## config.mk

```make
export PLATFORM = sky130hd
export DESIGN_NAME = sft_cell
export DESIGN_NICKNAME = d
export VERILOG_FILES = /design/src/hw/rtl/top_source_frequency_table_assert.svh /design/src/hw/rtl/sft_pkg.sv /design/src/hw/rtl/sft_cell.sv
export SDC_FILE = /design/constraint.sdc
export NUM_CORES = 1
export LEC_CHECK = 0
export BUFFER_PORTS_ARGS = -buffer_cell sky130_fd_sc_hd__clkbuf_2
export CAP_MARGIN = 0
export CORE_AREA = 10 10 178 180
export DETAILED_ROUTE_END_ITERATION = 7
export DIE_AREA = 0 0 188 190
export PLACE_DENSITY_LB_ADDON = 0.15
export SLEW_MARGIN = 30
export SYNTH_ARGS = -nofsm -noshare
export SYNTH_HDL_FRONTEND = slang
export SYNTH_SLANG_ARGS = --single-unit
export TNS_END_PERCENT = 5
```

## constraint.sdc

```tcl
create_clock -name clk -period 3.86 [get_ports clk]
set_input_delay 0.579 -clock clk [delete_from_list [all_inputs] [get_ports clk]]
set_output_delay 0.579 -clock clk [all_outputs]
set_load 0.005 [all_outputs]
```

## src/hw/rtl/top_source_frequency_table_assert.svh

```systemverilog
// ----------------------------------------------------------------------------
// Assertion macros for the top-source frequency table
// Concurrent checks that compile away when SYNTHESIS is defined.
// ----------------------------------------------------------------------------
`ifndef TOP_SOURCE_FREQUENCY_TABLE_ASSERT_SVH
`define TOP_SOURCE_FREQUENCY_TABLE_ASSERT_SVH

`ifndef SYNTHESIS

// Check that prop holds at every clock edge outside reset.
`define SFT_ASSERT(lbl, clk, rst_n, prop) \
	lbl: assert property (@(posedge clk) disable iff (!rst_n) (prop)) \
		else $error("sft assertion failed");

// Check that cons holds in the cycle after ante.
`define SFT_ASSERT_NEXT(lbl, clk, rst_n, ante, cons) \
	lbl: assert property (@(posedge clk) disable iff (!rst_n) (ante) |=> (cons)) \
		else $error("sft assertion failed");

`else

`define SFT_ASSERT(lbl, clk, rst_n, prop)
`define SFT_ASSERT_NEXT(lbl, clk, rst_n, ante, cons)

`endif

`endif

```

## src/hw/rtl/sft_pkg.sv

```systemverilog
// ----------------------------------------------------------------------------
// sft_pkg
// Widths, codes and the types passed between the table cells and the control.
// ----------------------------------------------------------------------------
package sft_pkg;

	localparam int KEY_W   = 64;
	localparam int CNT_W   = 32;
	localparam int TOTAL_W = 48;
	localparam int ACT_W   = 2;
	localparam int OUT_SLOT_W = 4;
	// Slot numbers inside the chain; wide enough for the largest table (256 entries).
	localparam int SLOT_W  = 8;

	localparam logic [CNT_W-1:0]   CNT_MAX   = '1;
	localparam logic [TOTAL_W-1:0] TOTAL_MAX = '1;

	localparam logic [ACT_W-1:0] ACT_HIT     = 2'd0;
	localparam logic [ACT_W-1:0] ACT_FILL    = 2'd1;
	localparam logic [ACT_W-1:0] ACT_REPLACE = 2'd2;

	typedef enum logic [1:0] {
		ST_IDLE,
		ST_SCAN,
		ST_COMMIT
	} sft_state_t;

	// Search token that travels down the chain, one cell per cycle.
	typedef struct packed {
		logic              found;
		logic [SLOT_W-1:0] hit_idx;
		logic [CNT_W-1:0]  hit_cnt;
		logic              min_ok;
		logic [SLOT_W-1:0] min_idx;
		logic [CNT_W-1:0]  min_cnt;
		logic [KEY_W-1:0]  min_key;
	} sft_tok_t;

	localparam sft_tok_t TOK_INIT = '0;

	// Entry write, broadcast to all cells.
	typedef struct packed {
		logic              en;
		logic [SLOT_W-1:0] idx;
		logic [KEY_W-1:0]  key;
		logic [CNT_W-1:0]  cnt;
	} sft_wr_t;

endpackage

```

## src/hw/rtl/sft_cell.sv

```systemverilog
// ----------------------------------------------------------------------------
// sft_cell
// One table entry: holds a key and its count, and refines the passing token.
// ----------------------------------------------------------------------------
module sft_cell (
	input  logic                                clk,
	input  logic [sft_pkg::KEY_W-1:0]           probe_key,
	input  logic [sft_pkg::SLOT_W-1:0]          cell_idx,
	input  logic [sft_pkg::SLOT_W:0]            used,
	input  sft_pkg::sft_wr_t                    wr,
	input  sft_pkg::sft_tok_t                   tok_in,
	output sft_pkg::sft_tok_t                   tok_out
);
	import sft_pkg::*;

	logic [KEY_W-1:0] key_q;
	logic [CNT_W-1:0] cnt_q;
	sft_tok_t         tok_d;
	sft_tok_t         tok_q;
	logic             filled;

	assign filled = ({1'b0, cell_idx} < used);

	always_comb begin
		tok_d = tok_in;
		if (filled && !tok_in.found) begin
			if (key_q == probe_key) begin
				tok_d.found   = 1'b1;
				tok_d.hit_idx = cell_idx;
				tok_d.hit_cnt = cnt_q;
			end else if (!tok_in.min_ok || (cnt_q < tok_in.min_cnt)) begin
				tok_d.min_ok  = 1'b1;
				tok_d.min_idx = cell_idx;
				tok_d.min_cnt = cnt_q;
				tok_d.min_key = key_q;
			end
		end
	end

	// Advance the token every cycle.
	always_ff @(posedge clk) begin
		tok_q <= tok_d;
	end

	always_ff @(posedge clk) begin
		if (wr.en && (wr.idx == cell_idx)) begin
			key_q <= wr.key;
			cnt_q <= wr.cnt;
		end
	end

	assign tok_out = tok_q;

endmodule

```

==> results of run 1 <==
## worst paths after layout
kind,startpoint,end
worst min-delay path,wr[7],cnt_q[7]
worst max-delay path,key_q[60],tok_out[31]
worst max register to register,key_q[60],tok_out[31]
worst min register to register,key_q[14],tok_out[14]
## cells in the final DEF (no fill, tap or decap), drive strengths merged
cell type | synthesis | layout
a21o | 4 | 4
a211oi | 1 | 1
o21ai | 9 | 9
clkbuf | 0 | 527
xnor2 | 69 | 69
nand3 | 1 | 1
nand2 | 10 | 10
buf | 15 | 6
a21oi | 16 | 16
o31ai | 1 | 1
nand4 | 23 | 23
or2 | 2 | 2
o211ai | 2 | 2
and4 | 1 | 1
a2111oi | 2 | 2
and3 | 1 | 1
mux2 | 144 | 144
dfxtp | 146 | 146
xor2 | 3 | 3
nor4 | 5 | 5
edfxtp | 96 | 96
inv | 39 | 39
clkinv | 0 | 3
nor2b | 2 | 2
ha | 38 | 38
nor2 | 11 | 11
## registers in the layout, summed over array words and instances (netlist names)
signal	count
tok_out	146
key_q	64
cnt_q	32
## cell type report
type,instances,area (um2),area share
sequential,242,5806,0.4362
multi-input combinational,345,3493,0.2625
timing repair buffer,484,2487,0.1869
clock buffer,49,882.1,0.06627
tap,384,480.5,0.03610
inverter,39,146.4,0.01100
clock inverter,3,15.01,0.001128
## power groups by stage
| stage | combinational (uW) | sequential (uW) | clock, uW |
|---|---|---|---|
| 2_1_floorplan | 297 | 2880 | 0 |
| 3_3_place_gp | 672 | 2870 | 0 |
| 3_5_place_dp | 679 | 2870 | 0 |
| 4_1_cts | 683 | 2820 | 2640 |
| 5_1_grt | 730 | 2820 | 2750 |
| 6_report | 667 | 2810 | 2550 |
## logic make-up after synthesis
family,count (synthesis)
AO/OA/AOI/OAI,35
XOR/XNOR,72
adder cells (fa/ha/maj),38
buffers and inverters,54
flip-flops,242
multiplexers,144
AND/OR/NAND/NOR,56
## worst register-to-register path, stage by stage (launching register included)
cell	delay, ns
edfxtp_1	0.40
xnor2_1	0.19
nand4_1	0.17
nor4_1	0.56
buf_4	0.20
nand4_1	0.20
nor2b_1	0.26
o211ai_4	0.14
buf_12	0.39
mux2_2	0.53
## per-stage QoR
step / worst slack [ns] / instances / hold slack (ns)
3_5_place_dp: 0.2158 / 1494 / 0.5147
6_report: 0.7077 / 1546 / 0.2181
4_1_cts: 0.4650 / 1546 / 0.1856
2_1_floorplan: 0.1318 / 641 / 0.4981
5_1_grt: 0.3712 / 1546 / 0.1789
3_3_place_gp: 0.2593 / 1494 / 0.5026
## metal layers
metal / routed length, um / GRT usage
met5: 12 / 0
met4: 465 / 0.03477
met3: 3538 / 0.08166
met2: 16480 / 0.3066
met1: 11750 / 0.1781
==> results summary, run 1 <==
The worst hold path class is primary input to flip-flop. The critical-path maximum fanout is 66. The number of antenna diodes in the final layout is 0. The routed wire length came out at 32.25 mm. The power per cell area is 453.5 mW/mm2. The TritonCTS clock tree is built. The number of H-tree levels came out at 1. The simple-gate share of the synthesized area is 0.03134. Port buffering added 478 buffers. 479 I/O pins were placed. Timing would allow up to 317.2 MHz. The TritonCTS buffer count came out at 28. After synthesis, the largest family of logic cells by area is multiplexers.

The worst stage delay on the critical path came out at 0.56 ns. The synthesis-to-layout area growth came out at 39.48%. The max-slew violation count is 0. Of the total synthesized cell area, the portion taken by full adders, half adders and majority gates is 0.04982.

At the worst endpoint, the arrival time is 3.58 ns. The share of the synthesized area in the top cell type came out at 0.3063. In the final routed layout, each cell accounts on average for 20.86 um. Dividing the detail-routed via count by the number of cells gives 4.332. The worst setup path is launched from a flip-flop. Entering global routing, the biggest net connects 67 pins. Ranked by total cell area, the synthesized netlist is headed by dfxtp_1, edfxtp_1, mux2_2, mux2_4, xnor2_1.

The critical path goes through xnor2_1 -> nand4_1 -> nor4_1 -> buf_4 -> nand4_1 -> nor2b_1 -> o211ai_4 -> buf_12 -> mux2_2. The core utilization of the finished layout is 0.4714. The number of stages on the worst setup path came out at 9. The logic depth of the worst register-to-register path is 9.

CTS saw 242 sinks. The first global-routing pass estimated 46.48 mm of wire. The number of antenna violations at the first check in global routing came out at 1. The number of global-route vias before repair is 7313. The worst path buffer plus inverter count came out at 2. The number of buffers on the longest clock path is 3. The part of the cycle the worst path needs is 0.8167. The cell accounting for the most synthesized area is dfxtp_1. The residual antenna-violating net count after detailed routing came out at 0. The number of library cell types mapped by synthesis is 28. The post-layout net count is 1511. With fillers left out, the area of the finished cells amounts to 0.01331 mm2. The sort of element at the end of the critical path is a flip-flop.

The area of the die came out at 0.03572 mm2. The last weighted congestion value of the routability-driven placer is 0.7759. The dominant synthesized flop cell is dfxtp_1. The critical path start-end classification is flip-flop to flip-flop.

The first detailed-routing pass ran for 4 iterations. The max-cap check violation count is 0. The share of layout cells above drive strength 1 is 0.5800. In this run the static leakage power is 0.006222 uW. The critical path required time is 4.28 ns. The final HPWL from detailed placement is 26.53 mm.

The post-CTS repair timing setup buffer count is 0. Of the total synthesized cell area, the portion taken by XOR and XNOR cells is 0.06608. Global routing finished with a remaining overflow of 0. The internal power of the cells totals 4706 uW. The number of gates resized after CTS was 0. The power share of the clock group is 0.423. The floorplan die width is 188 um. The share of power burned in registers came out at 0.466. On the critical path, the stage with the largest delay is an instance of nor4_1. The fraction of the mapped netlist area in compound gates came to 0.02308. Setup repair after global routing left no endpoint under its margin. The completed layout was analyzed and its total power is 6037 uW. The slew at the pin closest to its max-slew limit came out at 0.6098 ns. The number of hold violations in the final report came out at 0.

The remaining max-slew budget at the tightest pin came out at 0.5927. The final routed DRC violation total came out at 0. The root buffer cell chosen for the clock tree is clkbuf_16. The combinational share of power is 0.111.

The register bit count reported by yosys is 242. The number of instances on the worst hold path came out at 1. The shortest clock period the worst path allows after layout came out at 3.152 ns. The average cell area after synthesis is 14.89 um2. The number of warnings reported in the yosys synthesis log came out at 0.

The routed layout has 6698 vias. Setup slack on the worst reg-to-reg path comes out at 0.71 ns. Summed over all failing endpoints, the final setup total negative slack is 0 ns. The total standard cell area after synthesis is 0.009543 mm2. The run finished with clean final reports. In this run the vertical extent of the chip is 190 um. The post-placement cell area is 0.01241 mm2.

The final count of negative-setup-slack endpoints came out at 0. The cell that appears most often on the critical path is nand4_1. The maximum VDD drop came out at 0.3383 mV. The mux contribution to synthesized area is 0.1935.

In this design, the largest share of critical-path delay is due to simple AND/OR/NAND/NOR gates. The clock slew at the register clock pins of the worst setup and hold paths came out at 0.06 ns. In the synthesized netlist, the cells that appear most often are dfxtp_1, edfxtp_1, mux2_2.

The net switching share of the total power is 0.2204. The synthesized net count is 1012. The total number of placement rows came out at 62.

The clock insertion delay at the later pin of the skew report is 0.53 ns. The total routing usage reported by global routing is 0.1708. The initial cell density of the core came out at 0.3380. The fill cell total of the finished layout came out at 2786. The region available for standard cell placement spans 0.02824 mm2.

The post-synthesis sequential area ratio is 0.6084. The number of enable flip-flop cells after synthesis came out at 96. After clock tree synthesis, the flow added hold-fix buffers numbering 0.

The switching power of the nets came out at 1330 uW. The worst clock skew is 0.009766 ns. The iteration-0 DRC count of the detailed router came out at 168.

The share of async-settable or async-resettable flops after synthesis is 0. The most common cell in the synthesized netlist is dfxtp_1. The instance count of the mapped netlist came out at 641.
Note: power is estimated with default switching activity, not from simulation.
==> inputs of run 2 (changes only) <==
Settings changed: CORE_AREA 10 10 178 180 to 10 10 180 182, DIE_AREA 0 0 188 190 to 0 0 190 192.
Clock period 3.86 ns to 3.2 ns, I/O delays scaled along.
==> results summary, run 2 (synthesized netlist as in run 1, its figures left out) <==
The number of antenna violations at the first check in global routing came out at 5. The number of global-route vias before repair is 7766. STA classifies the critical path startpoint as a flip-flop. The maximum number of pins on one net before global-route repair came out at 49. The part of the cycle the worst path needs came out at 0.8650. The routed length on met1 came out at 11.71 mm. Headroom to the max-slew limit came out at 0.6364. The worst hold path class is primary input to flip-flop. The total routing usage reported by global routing came out at 0.1710. The area of the die is 0.03648 mm2. Clock tree synthesis inserted a total of 29 buffers.

For this run the aggregate overflow at the end of global routing stands at 0. Once the clock tree was built, the setup fixing pass inserted 0 buffers. The clock insertion delay at the later pin of the skew report came out at 0.54 ns. Setup repair after global routing left no endpoint under its margin. The post-cts resize count came out at 0. The length of the first detailed-routing pass in iterations came out at 4. The total number of placement rows is 62.

The total via count in the routed design is 6889. After detailed routing, the met3 layer carries 3.904 mm of wire. The critical-path maximum fanout is 13. The arrival time at the worst endpoint came out at 3.19 ns.

The post-layout net count came out at 1530. The iteration-0 DRC count of the detailed router is 177. Leaving out fill and tap cells, the most frequent cells in the layout are clkbuf_2, dfxtp_1, edfxtp_1.

The maximum VDD drop is 0.5427 mV. The number of top-level pins came out at 479. Of the cells placed in the final design, the portion with a size suffix greater than 1 is 0.5846.

The count of buffers from port buffering is 478. The worst setup path is captured at a flip-flop. The initial cell density of the core is 0.3334. The die boundary height came out at 192 um. The power per cell area is 543.7 mW/mm2. The library cell used most frequently in the layout, excluding fill and tap cells, is clkbuf_2. The critical path is of the flip-flop to flip-flop type.

The shortest clock period the worst path allows after layout came out at 2.768 ns. The residual antenna-violating net count after detailed routing is 0. The max-cap check violation count came out at 0. The cell at the root of the clock tree is clkbuf_16. The number of flip-flops under the largest register name came out at 146.

The highest layer touched by signal routing is met5. The startpoint of the most critical hold path is wr[52]. The maximum clock frequency is 361.3 MHz. The floorplan die width came out at 190 um. The region available for standard cell placement spans 0.02863 mm2. Setup violations remaining at the end of the flow were counted as 0. Routability-driven placement finished with a final weighted congestion of 0.8013. The setup TNS came out at 0 ns. The number of buffers on the longest clock path came out at 3. The critical path required time came out at 3.63 ns.

The number of hold violations in the final report came out at 0. The number of H-tree levels is 1. For this design, the CTS-stage hold fixing added 0 buffers. After clock tree synthesis, the clock-pin slew on the worst setup and hold paths is 0.06 ns. The synthesis-to-layout area growth came out at 41.85%. The max-slew violation count is 0. After layout, the worst setup slack is 0.4320 ns. The setup slack at placement is 0.1437 ns. Summed over all nets, wire length on met2 after detailed routing comes to 16.54 mm. The number of clock sinks seen by CTS came out at 242. The first global-routing pass estimated 47.31 mm of wire. The run finished with clean final reports. The TritonCTS clock tree is built.

The routed via count divided by cell count came out at 4.391. The launching instance or port of the critical path is key_q[60]. In this run the critical register-to-register path is launched from key_q[60]. The leakage power is 0.006335 uW. After detailed routing, the total wire length is 32.89 mm. The final HPWL from detailed placement came out at 27.45 mm. At the pin with the least slew margin, the transition time is 0.5397 ns.

The final routed DRC violation total came out at 0. Across the routed clock network, the largest skew measured is 0.008670 ns. The detail-routed net length per standard cell came out at 20.96 um.
==> run 2: worst paths after layout <==
check,to,slack (ns),cells past startpoint
max reg2reg,tok_out[28],0.43,10
max,tok_out[28],0.43,10
min reg2reg,tok_out[6],0.52,1
min,key_q[20],0.11,1
==> run 2: worst max-delay path, stage by stage, from the launching register on <==
cell and delay (ns):
edfxtp_1 0.41, xnor2_1 0.20, nand4_1 0.15, nor4_1 0.46, buf_4 0.19, nand4_1 0.16
nor2b_1 0.23, o211ai_4 0.15, buf_12 0.19, buf_12 0.16, mux2_2 0.34
==> run 2: power by group <==
part	switching (uW)	leakage, uW	internal, uW	total (uW)
Clock	1230	0.000441	1880	3110
Combinational	343	0.00380	513	857
Sequential	46.3	0.00209	3350	3400
==> run 2: final cells by class <==
type,instances,area (um2)
Clock buffer,49,852.1
Multi-Input combinational cell,345,3493
Tap cell,384,480.5
Timing Repair Buffer,502,2698
Inverter,39,146.4
Antenna cell,3,7.507
Sequential cell,242,5806
Clock inverter,5,53.80
Fill cell,2698,15090
==> run 2: per-layer routing <==
metal | GRT usage | vias to the layer above
li1 | - | 3330
met1 | 0.1746 | 3169
met2 | 0.3074 | 341
met3 | 0.08306 | 45
met4 | 0.04121 | 4
met5 | 0 | -
==> run 2: metrics by stage <==
step                        util  hold slack (ns)  total power [uW]  instance area [um2]  std cells
after CTS                 0.4726          0.07817              7494                13530       1566
final                     0.4729           0.1141              7360                13540       1569
after global placement    0.4410           0.5093              4325                12620       1512
after global routing      0.4727          0.08452              7678                13530       1567
after floorplan                -           0.4981              3830                 9544        641
after detailed placement  0.4410           0.5135              4334                12620       1512
